## config.mk

```make
export PLATFORM = sky130hd
export DESIGN_NAME = dcaf_fifo
export DESIGN_NICKNAME = d
export VERILOG_FILES = /design/src/dcaf_pkg.sv /design/src/dcaf_fifo.sv
export SDC_FILE = /design/constraint.sdc
export NUM_CORES = 1
export LEC_CHECK = 0
export BUFFER_PORTS_ARGS = -buffer_cell sky130_fd_sc_hd__buf_2
export CORE_AREA = 3 3 290 149
export DETAILED_ROUTE_END_ITERATION = 10
export DIE_AREA = 0 0 293 152
export GPL_ROUTABILITY_DRIVEN = 0
export PLACE_DENSITY = 0.84
export SLEW_MARGIN = 20
export SYNTH_ARGS = -nofsm -noshare
export SYNTH_HDL_FRONTEND = slang
export SYNTH_SLANG_ARGS = --single-unit
```

## constraint.sdc

```tcl
create_clock -name clk -period 5.76 [get_ports clk]
set_input_delay 0.864 -clock clk [delete_from_list [all_inputs] [get_ports clk]]
set_output_delay 0.864 -clock clk [all_outputs]
set_load 0.05 [all_outputs]
```

## src/dcaf_pkg.sv

```systemverilog
`timescale 1ns / 1ps
package dcaf_pkg;

    localparam int WIDTH_BITS = 16;
    localparam int FRAC_W = 16;
    localparam int FORCE_W = 16;
    localparam int SUM_W = WIDTH_BITS + 1;
    localparam int NUM_W = WIDTH_BITS + FRAC_W + 2;
    localparam int MAG_W = NUM_W - 1;
    localparam int DEN_W = SUM_W;
    localparam int DIV_LAT = MAG_W + 1;

    localparam int RESULT_SHIFT_DEF = 20;
    localparam int QUEUE_DEPTH_DEF = 4;

    localparam int REG_IDX_W = 3;
    localparam int PADDR_W = REG_IDX_W + 2;
    localparam int PDATA_W = 32;

    localparam logic [FRAC_W:0] BIAS_SPAN = (FRAC_W + 1)'(1) << FRAC_W;
    localparam logic [FRAC_W-1:0] CAL_RESET = FRAC_W'(1) << (FRAC_W - 1);
    localparam logic signed [FORCE_W-1:0] ZERO_SUM_FORCE = FORCE_W'(-22);

    localparam logic [REG_IDX_W-1:0] REG_GAIN_X = REG_IDX_W'(0);
    localparam logic [REG_IDX_W-1:0] REG_BIAS_X = REG_IDX_W'(1);
    localparam logic [REG_IDX_W-1:0] REG_GAIN_Y = REG_IDX_W'(2);
    localparam logic [REG_IDX_W-1:0] REG_BIAS_Y = REG_IDX_W'(3);
    localparam logic [REG_IDX_W-1:0] REG_GAIN_Z = REG_IDX_W'(4);
    localparam logic [REG_IDX_W-1:0] REG_BIAS_Z = REG_IDX_W'(5);
    localparam logic [REG_IDX_W-1:0] REG_FLIP_Y = REG_IDX_W'(6);
    localparam logic [REG_IDX_W-1:0] REG_THREE_AXIS = REG_IDX_W'(7);

    typedef enum logic [1:0] {
        STATUS_OK         = 2'd0,
        STATUS_NOT_READY  = 2'd1,
        STATUS_BAD_COUNTS = 2'd2
    } status_t;

    typedef struct packed {
        logic signed [WIDTH_BITS-1:0] x_high_width;
        logic signed [WIDTH_BITS-1:0] x_low_width;
        logic signed [WIDTH_BITS-1:0] y_high_width;
        logic signed [WIDTH_BITS-1:0] y_low_width;
        logic signed [WIDTH_BITS-1:0] z_high_width;
        logic signed [WIDTH_BITS-1:0] z_low_width;
        logic                         sensor_fault;
    } in_item_t;

    typedef struct packed {
        logic signed [FORCE_W-1:0] x_force;
        logic signed [FORCE_W-1:0] y_force;
        logic signed [FORCE_W-1:0] z_force;
        logic [1:0]                result_status;
    } out_item_t;

    typedef struct packed {
        logic [FRAC_W-1:0] gain_x;
        logic [FRAC_W-1:0] bias_x;
        logic [FRAC_W-1:0] gain_y;
        logic [FRAC_W-1:0] bias_y;
        logic [FRAC_W-1:0] gain_z;
        logic [FRAC_W-1:0] bias_z;
        logic              flip_y;
        logic              three_axis_mode;
    } cfg_t;

    typedef struct packed {
        logic [MAG_W-1:0] mag;
        logic [DEN_W-1:0] den;
        logic             neg;
        logic             zero;
    } axis_job_t;

    typedef struct packed {
        axis_job_t x_job;
        axis_job_t y_job;
        axis_job_t z_job;
        status_t   status;
    } job_t;

endpackage

```

## src/dcaf_fifo.sv

```systemverilog
`timescale 1ns / 1ps
module dcaf_fifo
    import dcaf_pkg::*;
#(
    parameter int DEPTH = QUEUE_DEPTH_DEF
)
(
    input  logic clk,
    input  logic rst_n,
    input  logic push,
    input  job_t push_data,
    output logic full,
    input  logic pop,
    output logic head_valid,
    output job_t head_data
);

    localparam int PTR_W = (DEPTH > 1) ? $clog2(DEPTH) : 1;
    localparam int CNT_W = $clog2(DEPTH + 1);
    localparam logic [PTR_W-1:0] LAST = PTR_W'(DEPTH - 1);

    job_t             slot_reg [DEPTH];
    logic [PTR_W-1:0] wr_ptr_reg;
    logic [PTR_W-1:0] rd_ptr_reg;
    logic [CNT_W-1:0] count_reg;
    logic [CNT_W-1:0] count_next;

    assign full = (count_reg == CNT_W'(DEPTH));
    assign head_valid = (count_reg != '0);
    assign head_data = slot_reg[rd_ptr_reg];

    always_comb
    begin
        unique case ({push, pop})
            2'b10:   count_next = count_reg + 1'b1;
            2'b01:   count_next = count_reg - 1'b1;
            default: count_next = count_reg;
        endcase
    end

    always_ff @(posedge clk or negedge rst_n)
    begin
        if (!rst_n)
        begin
            wr_ptr_reg <= '0;
            rd_ptr_reg <= '0;
            count_reg <= '0;
        end
        else
        begin
            count_reg <= count_next;
            if (push)
            begin
                wr_ptr_reg <= (wr_ptr_reg == LAST) ? '0 : wr_ptr_reg + 1'b1;
            end
            if (pop)
            begin
                rd_ptr_reg <= (rd_ptr_reg == LAST) ? '0 : rd_ptr_reg + 1'b1;
            end
        end
    end

    always_ff @(posedge clk)
    begin
        if (push)
        begin
            slot_reg[wr_ptr_reg] <= push_data;
        end
    end

endmodule

```

== After elaboration in Yosys (flattened, before gate mapping) ==
Memory sizes are Yosys's and may differ from the RTL's.
Index checks and enable logic that the tools add are counted.

* Bits in registers: 7
* RAM bits: 632
* Input port bits: 162
* Output and inout port bits: 160
* Memories kept: 1

* $add $sub $neg: 4
* Eq/ne operators: 5
* Multiplexer cells: 5
* Reductions and logical operators: 2

{| class="wikitable"
|+ Memory list
! name !! words !! bits a word !! read ports !! clocked after Yosys merged registers in !! wr ports !! RTL line !! source
|-
| slot_reg || 4 || 158 || 1 || 0 || 1 || dcaf_fifo.sv:22 || <nowiki>job_t slot_reg [DEPTH];</nowiki>
|}

{| class="wikitable"
|+ Operators by type and width
! operator !! number
|-
| == test 2 bit (second input constant) || 3
|-
| case mux 3 bit (2 select lines) || 1
|-
| adder 2 x 1 -> 2 bit (second input constant) || 2
|-
| 2-to-1 mux 2 bit || 2
|-
| adder 3 x 1 -> 3 bit (second input constant) || 1
|-
| == test 3 bit (second input constant) || 1
|-
| nonzero test 3 bit || 1
|-
| subtractor 3 x 1 -> 3 bit (second input constant) || 1
|-
| == test 2 x 1 -> 1 bit (second input constant) || 1
|-
| 2-to-1 mux 1 bit || 2
|-
| nonzero test 2 bit || 1
|}

== Logic depth before layout (Yosys ltp) ==
Gate-level depths: netlist of run 1.

* Word-level depth: 2
* Gate-level depth with buffers: 7
* Mapped depth without buffers: 7

== Worst setup path before layout of run 1 ==
No wires, ideal clock.

* Kind: input-to-reg
* Start: in push
* End: mem slot_reg[0][0] (netlist name) (enable)
* Setup time: 536 ps
* Arrival: 4466 ps
* Required time: 5224 ps
* Slack: 758 ps
* Stages: 1
* Path buffers: 0
* Cell sequence: and2_1

* Longest elaborated chain between the ends: 2

{| class="wikitable"
|+ Ends and longest elaborated chain
! element !! RTL line !! source
|-
| start, declared || dcaf_fifo.sv:10 || <nowiki>input logic push,</nowiki>
|-
| 2-to-1 mux 1 bit || dcaf_fifo.sv:65 || <nowiki>if (push)</nowiki>
|-
| 2-to-1 mux 1 bit (implied by the code) || dcaf_fifo.sv:67 || <nowiki>slot_reg[wr_ptr_reg] <= push_data;</nowiki>
|-
| end, declared || dcaf_fifo.sv:22 ||
|}

No other way between the ends.

==> results.cfg, run 1 <==
[critical_path]
reg2reg_from = wr_ptr_reg[0]$_DFFE_PN0P_
reg2reg_slack_ps = 3290
crit_path_end_kind = output port
reg2reg_depth = 4
required_ps = 4900
start_kind = flip-flop
r2r_end = slot_reg[2][102]$_DFFE_PP_
crit_arrival_ps = 3160
path_class = flip-flop to output port
crit_fanout = 59

[logic_synthesis]
synth_most_common_cell = edfxtp_1
synth-async-reset-ratio = 0.0110
yosys-top-cells-area = edfxtp_1, mux4_2, dfrtp_1
avgSynthCellArea_um2 = 26.8
ys_ff_latch = 639
ys.flop_type = edfxtp_1
syn-instance-count = 865
synth_top_area_frac = 0.818
synthesis.area_um2 = 23200
yosysTopAreaCell = edfxtp_1
syn_nets = 1034
synth_commonest_cells = edfxtp_1, mux4_2, buf_2
synth.distinct_cells = 19
yosysWarnings = 0
seq_area_frac_synth = 0.825
synth_edf_count = 632

[drt]
drc = 0
first_iter_violations = 1157
drt-total-wl_um = 53800
wl_per_cell_um = 29.4
drtAntennaViolNets = 0
dr.pass1.iters = 5
via_per_inst = 6.10
vias = 11143

[cells_and_area]
syn_to_final_growth_pct = 17.1
drive_gt1_frac = 0.452
nNetsFinal = 1385
largest_reg_flops = 632
n_fill_cell = 2446

[timing]
setup_viol = 0
finalSetupTns_ps = 0
fin_crit_ps = 4030
tightest_slew_ps = 1070
slew_headroom = 0.288
max_freq_ghz = 0.248
min_period_over_period = 0.699
rsz0062_at_grt = no
maxSlewViolCount = 0
final_hold_viol_count = 0
fin_worst_skew_ps = 15.2

[place]
io_buffers = 321
dp_hpwl_um = 29400

[floorplan]
io-pin-count = 322
placementRows = 52
die_x_um = 293
initial_utilization = 0.572
die-area_um2 = 44500
core_region_area_um2 = 40500
die_h_um = 152

[power]
p_leak_nw = 9.18
power.density_nw_per_um2 = 586
max-vdd-ir-drop_uv = 329
finalPower_mw = 15.9

[global_routing]
grt_pass1_vias = 11516
antenna_found_initial = 26
grt_start_max_net_pins = 92
grt_pass1_wl_um = 76300
overflow = 0
grt_util_all_layers = 0.231

[clocking]
clock_path_buffers = 3
cts_hold_buf = 0
cts_tree = built
htreeDepth = 2
clk_pin_slew_ps = 70
clkSinkCount = 639
cts-resized-gates = 0
clk_latency_ps = 590
cts_buffers = 52
root_buffer = clkbuf_16
post_cts_buffers = 0

[outcome]
status = completed

[min_path]
worstHoldPathType = input port to async pin

[run]
maxCapViolCount = 0
[worst max-delay path by stage]
stage / start / to / slack, ps / cells after the start
floorplan: push / slot_reg[0][0]$_DFFE_PP_ / 760 / 1
global placement: rd_ptr_reg[0]$_DFFE_PN0P_ / head_data[148] / 2470 / 3
detailed placement: rd_ptr_reg[1]$_DFFE_PN0P_ / head_data[148] / 2440 / 3
global route: rd_ptr_reg[1]$_DFFE_PN0P_ / head_data[132] / 1650 / 3
finish: rd_ptr_reg[1]$_DFFE_PN0P_ / head_data[132] / 1730 / 3
CTS: rd_ptr_reg[1]$_DFFE_PN0P_ / head_data[148] / 1770 / 3
[placed cells by master, fill, tap and decap left out, drive strengths merged]
cell      Yosys  routed
and2          4       4
and3          1       1
buf          31     333
bufinv        0       5
clkbuf        5      67
clkinv        0      21
clkinvlp      0       1
dfrtp         7       7
diode         0      29
edfxtp      632     632
fa            1       1
ha            6       6
inv           6       8
mux2          2       2
mux4        158     158
nand2         2       2
nor2          2       2
o21ai         3       3
or3           2       2
xnor2         1       1
xor2          2       2
[routing by layer]
metal	vias to the layer above	track usage	part of all wire
met5	-	0	0.00017
met4	2	0.128	0.052
met3	145	0.0354	0.048
met2	547	0.413	0.56
met1	5966	0.273	0.34
li1	4483	-	-
[area by class of cell]
| class | count | area [um2] | area share |
|---|---|---|---|
| inverter | 6 | 22.5 | 0.000829 |
| clock buffer | 67 | 1380 | 0.0507 |
| antenna | 29 | 72.6 | 0.00267 |
| timing repair buffer | 333 | 1800 | 0.0661 |
| sequential | 639 | 19200 | 0.705 |
| clock inverter | 29 | 280 | 0.0103 |
| multi-input combinational | 184 | 3790 | 0.139 |
| tap | 540 | 676 | 0.0249 |
[power by group]
| part | switching, mW | internal, mW | total [mW] |
|---|---|---|---|
| sequential | 0.421 | 5.96 | 6.38 |
| combinational | 4.23 | 1.75 | 5.99 |
| clock | 1.63 | 1.92 | 3.56 |
| total | 6.29 | 9.64 | 15.9 |
[logic make-up (layout without fill, tap and decap cells)]
family | count (synthesis) | count (layout) | synth area share
other | 0 | 29 | 0
buffers and inverters | 42 | 435 | 0.0118
and+or+nand+nor | 11 | 11 | 0.00253
muxes | 160 | 160 | 0.154
AOI/OAI and AO/OA | 3 | 3 | 0.000647
xor gates and xnor gates | 3 | 3 | 0.00113
adders and majority gates | 7 | 7 | 0.00410
DFF | 639 | 639 | 0.825
[critical path, stage by stage, from the launching register on]
cell and delay (ps):
dfrtp_4 1070, buf_4 680, mux4_2 470, buf_2 240
[metrics by stage]
stage          std cells  hold slack (ps)  setup slack, ps   util  area, um2
3_3_place_gp        1702              463             2470  0.628      25400
5_1_grt             1826              109             1650  0.670      27200
6_report            1827              122             1730  0.670      27200
2_1_floorplan        865              449              758      -      23200
3_5_place_dp        1702              505             2440  0.628      25400
4_1_cts             1798              102             1770  0.669      27100
No activity file was read; power rests on OpenSTA's default activity.
==> run 2: changes to the inputs <==
Settings changed: CORE_AREA 3 3 290 149 to 3 3 306 157, DIE_AREA 0 0 293 152 to 0 0 309 160, PLACE_DENSITY 0.84 to 0.8.
Clock period 5.76 ns to 3.5 ns, I/O delays scaled along.
==> results.cfg, run 2 (same netlist as run 1, synthesis figures left out) <==
[drt]
vias = 10491
wl_per_cell_um = 25.5
first_iter_violations = 934
dr.pass1.iters = 5
via_per_inst = 5.56
drtAntennaViolNets = 0
drc = 0
drt-total-wl_um = 48000

[floorplan]
die-area_um2 = 49400
initial_utilization = 0.512
placementRows = 55
io-pin-count = 322
core_region_area_um2 = 45300
die_x_um = 309
die_h_um = 160

[timing]
min_period_over_period = 0.880
finalSetupTns_ps = 0
final_hold_viol_count = 0
rsz0062_at_grt = no
maxSlewViolCount = 0
holdWs_ps = 172
tightest_slew_ps = 806
fin_crit_ps = 3080
fin_worst_skew_ps = 9.55
setup_viol = 0
slew_headroom = 0.463
max_freq_ghz = 0.325
timing.final.ws_setup_ps = 419

[clocking]
cts-resized-gates = 0
clkSinkCount = 639
cts_hold_buf = 1
htreeDepth = 2
cts_buffers = 52
cts_tree = built
root_buffer = clkbuf_16
clk_pin_slew_ps = 70
post_cts_buffers = 0
clock_path_buffers = 3
clk_latency_ps = 560

[cells_and_area]
syn_to_final_growth_pct = 18.0
drive_gt1_frac = 0.463
n_fill_cell = 3055
final_common_cell = edfxtp_1
largest_reg_flops = 632
final_util = 0.605
nNetsFinal = 1404
mostFrequentLayoutCells = edfxtp_1, buf_2, mux4_2, clkbuf_16, clkinv_1

[power]
max-vdd-ir-drop_uv = 564
power.density_nw_per_um2 = 943
p_leak_nw = 9.28
finalPower_mw = 25.8

[critical_path]
path_buf_inv = 2
required_ps = 2970
critical_path.max_stage_delay_ps = 730
crit_path_end_kind = output port
path_cells = buf_4 > mux4_2 > buf_2
crit_arrival_ps = 2560
crit_family = flip-flops
cpMaxStageDelayCell = dfrtp_4
crit_fanout = 21
start_kind = flip-flop
path_class = flip-flop to output port

[min_path]
worstHoldPathType = input port to flip-flop

[outcome]
status = completed

[global_routing]
antenna_found_initial = 13
overflow = 0
grt_pass1_vias = 11332
grt_pass1_wl_um = 72700
grt_start_max_net_pins = 72
grt_util_all_layers = 0.197

[place]
io_buffers = 321
post-place-ws_ps = 997
dp_hpwl_um = 30700

[run]
maxCapViolCount = 0
run 2: final timing paths:
| kind | cells after the start | slack, ps | endpoint | start |
|---|---|---|---|---|
| worst max-delay path | 3 | 420 | head_data[156] | rd_ptr_reg[0]$_DFFE_PN0P_ |
| worst min-delay path | 1 | 170 | slot_reg[0][12]$_DFFE_PP_ | push_data[12] |
| worst max register to register | 3 | 1450 | slot_reg[3][127]$_DFFE_PP_ | wr_ptr_reg[0]$_DFFE_PN0P_ |
| worst min register to register | 1 | 500 | count_reg[0]$_DFFE_PN0P_ | count_reg[0]$_DFFE_PN0P_ |
| max in group asynchronous | 2 | 2990 | rd_ptr_reg[0]$_DFFE_PN0P_ | rst_n |
| min in group asynchronous | 2 | 320 | count_reg[2]$_DFFE_PN0P_ | rst_n |
run 2: metal layers:
layer	global-route usage	vias to the layer above	routed length [um]	share of wire
met4	0.0761	2	1620	0.034
met3	0.0277	96	2090	0.043
met1	0.233	5530	16600	0.35
met2	0.367	365	27700	0.58
met5	0	-	13	0.00027
li1	-	4498	-	-
run 2: final cells by class:
cell class | count | area (um2) | area share
clock buffer | 57 | 1340 | 0.0490
timing repair buffer | 352 | 2030 | 0.0741
tap | 598 | 748 | 0.0273
multi-input combinational | 184 | 3790 | 0.138
antenna | 12 | 30.0 | 0.00110
clock inverter | 38 | 255 | 0.00932
sequential | 639 | 19200 | 0.700
inverter | 6 | 22.5 | 0.000823
run 2: power by group:
| part | internal, mW | switching, mW | total (mW) | leakage, nW |
|---|---|---|---|---|
| sequential | 9.79 | 0.423 | 10.2 | 5.89 |
| combinational | 3.00 | 7.08 | 10.1 | 2.60 |
| clock | 2.98 | 2.54 | 5.52 | 0.786 |
run 2: metrics by stage:
stage	area, um2	cells
2_1_floorplan	23200	865
3_3_place_gp	25700	1778
3_5_place_dp	25700	1778
4_1_cts	27300	1874
5_1_grt	27400	1886
6_report	27400	1886
==> run 3: changes to the inputs <==
Settings changed: CORE_AREA 3 3 306 157 to 2 2 217 219, DIE_AREA 0 0 309 160 to 0 0 219 221, PLACE_DENSITY 0.8 to 0.79.
==> results.cfg, run 3 (same netlist as run 1, synthesis figures left out) <==
[outcome]
status = completed

[clocking]
cts_buffers = 61
clock_path_buffers = 3
clk_pin_slew_ps = 60
cts-resized-gates = 0
clk_latency_ps = 590
cts_tree = built
root_buffer = clkbuf_16
htreeDepth = 2
clkSinkCount = 639

[cells_and_area]
register_area_um2 = 19200
mostFrequentLayoutCells = edfxtp_1, buf_2, mux4_2, clkbuf_16, clkinv_1
multi_input_area_um2 = 3790
n_fill_cell = 3175
largest_reg_flops = 632
nNetsFinal = 1404
final_common_cell = edfxtp_1
drive_gt1_frac = 0.466
final_util = 0.602
syn_to_final_growth_pct = 19.5
finalNonFillerCells = 1895

[critical_path]
path_class = flip-flop to output port
crit_fanout = 22
required_ps = 2970
start_kind = flip-flop
crit_arrival_ps = 2420
crit_path_end_kind = output port

[power]
p_switching_mw = 10.0
swShare = 0.375
power.density_nw_per_um2 = 962
finalPower_mw = 26.7
p_int_mw = 16.7
pwr-share-seq = 0.379
max-vdd-ir-drop_uv = 705
p_comb_frac = 0.376
p_leak_nw = 9.44
p_clk_frac = 0.245

[global_routing]
grt_pass1_wl_um = 66900
grt_start_max_net_pins = 89
busiest_layer = met2
grt_util_all_layers = 0.184
use_met2 = 0.294
overflow = 0
antenna_found_initial = 12
gr-usage-met3 = 0.0587
grt_pass1_vias = 11109
grtUsageMet1 = 0.249

[timing]
fin_worst_skew_ps = 11.0
final_hold_viol_count = 0
min_period_over_period = 0.841
setup_viol = 0
rsz0062_at_grt = no
tightest_slew_ps = 699
max_freq_ghz = 0.340
finalSetupTns_ps = 0
slew_headroom = 0.534
maxSlewViolCount = 0
fin_crit_ps = 2940

[drt]
dr.pass1.iters = 7
drtAntennaViolNets = 0
first_iter_violations = 772
wl_per_cell_um = 23.3
drt-total-wl_um = 44200
drc = 0
vias = 10451
via_per_inst = 5.52

[place]
dp_hpwl_um = 26100
io_buffers = 321
dpl.cell_count = 1778

[floorplan]
die-area_um2 = 48400
die_h_um = 221
initial_utilization = 0.504
core_region_area_um2 = 46100
die_x_um = 219
io-pin-count = 322
placementRows = 79

[run]
maxCapViolCount = 0

[min_path]
worstHoldPathType = input port to flip-flop
## run 3: changes by cell type in the layout (fill, tap and decap cells not counted), sizes merged
cell / before / now
buf: 351 / 342
clkbuf: 57 / 67
clkinv: 32 / 33
clkinvlp: 3 / 2
bufinv: 3 / 10
diode: 12 / 4
## run 3: final timing paths
check | endpoint | startpoint | cells past startpoint | slack [ps]
min | slot_reg[0][22]$_DFFE_PP_ | push_data[22] | 1 | 140
max reg2reg | slot_reg[2][135]$_DFFE_PP_ | wr_ptr_reg[0]$_DFFE_PN0P_ | 4 | 1500
max | head_data[142] | rd_ptr_reg[0]$_DFFE_PN0P_ | 3 | 560
min reg2reg | count_reg[2]$_DFFE_PN0P_ | count_reg[2]$_DFFE_PN0P_ | 1 | 490
max in group asynchronous | rd_ptr_reg[1]$_DFFE_PN0P_ | rst_n | 2 | 3000
min in group asynchronous | count_reg[0]$_DFFE_PN0P_ | rst_n | 2 | 310
## run 3: what timing repair did
item	4_1_cts	5_1_grt
hold buffers	1	0
setup buffers	0	0
hold endpoints to repair	7	0
## run 3: power groups by stage
stage / Clock (mW) / Combinational (mW) / Sequential [mW]
floorplan: 0 / 7.94 / 10.2
global placement: 0 / 10.1 / 10.2
detailed placement: 0 / 10.2 / 10.3
CTS: 6.70 / 10.2 / 10.1
global route: 6.98 / 10.5 / 10.2
finish: 6.53 / 10.0 / 10.1
## run 3: cell type report
| cell class | instances | area share |
|---|---|---|
| multi-input cells | 184 | 0.137 |
| clock inverters | 45 | 0.0169 |
| diodes | 4 | 0.000361 |
| flip-flops and latches | 639 | 0.691 |
| inverters | 6 | 0.000813 |
| repair buffers | 343 | 0.0708 |
| well taps | 607 | 0.0274 |
| clock buffers | 67 | 0.0559 |
## run 3: worst max-delay path: stages, from the launching register on
cell and delay [ps]:
dfrtp_4 540, buf_4 430, mux4_2 600, buf_2 230
## run 3: per-layer routing
layer / up-vias / part of all wire
met5: - / 0.0019
met4: 14 / 0.016
met3: 71 / 0.083
met2: 385 / 0.50
met1: 5474 / 0.40
li1: 4507 / -
## run 3: metrics by stage
| step | hold WS, ps | setup slack (ps) | cell area [um2] |
|---|---|---|---|
| 5_1_grt | 95.7 | 407 | 27700 |
| 3_5_place_dp | 369 | 1120 | 25700 |
| 2_1_floorplan | 229 | 501 | 23200 |
| 3_3_place_gp | 365 | 1130 | 25700 |
| 4_1_cts | 86.9 | 456 | 27700 |
| 6_report | 142 | 558 | 27700 |
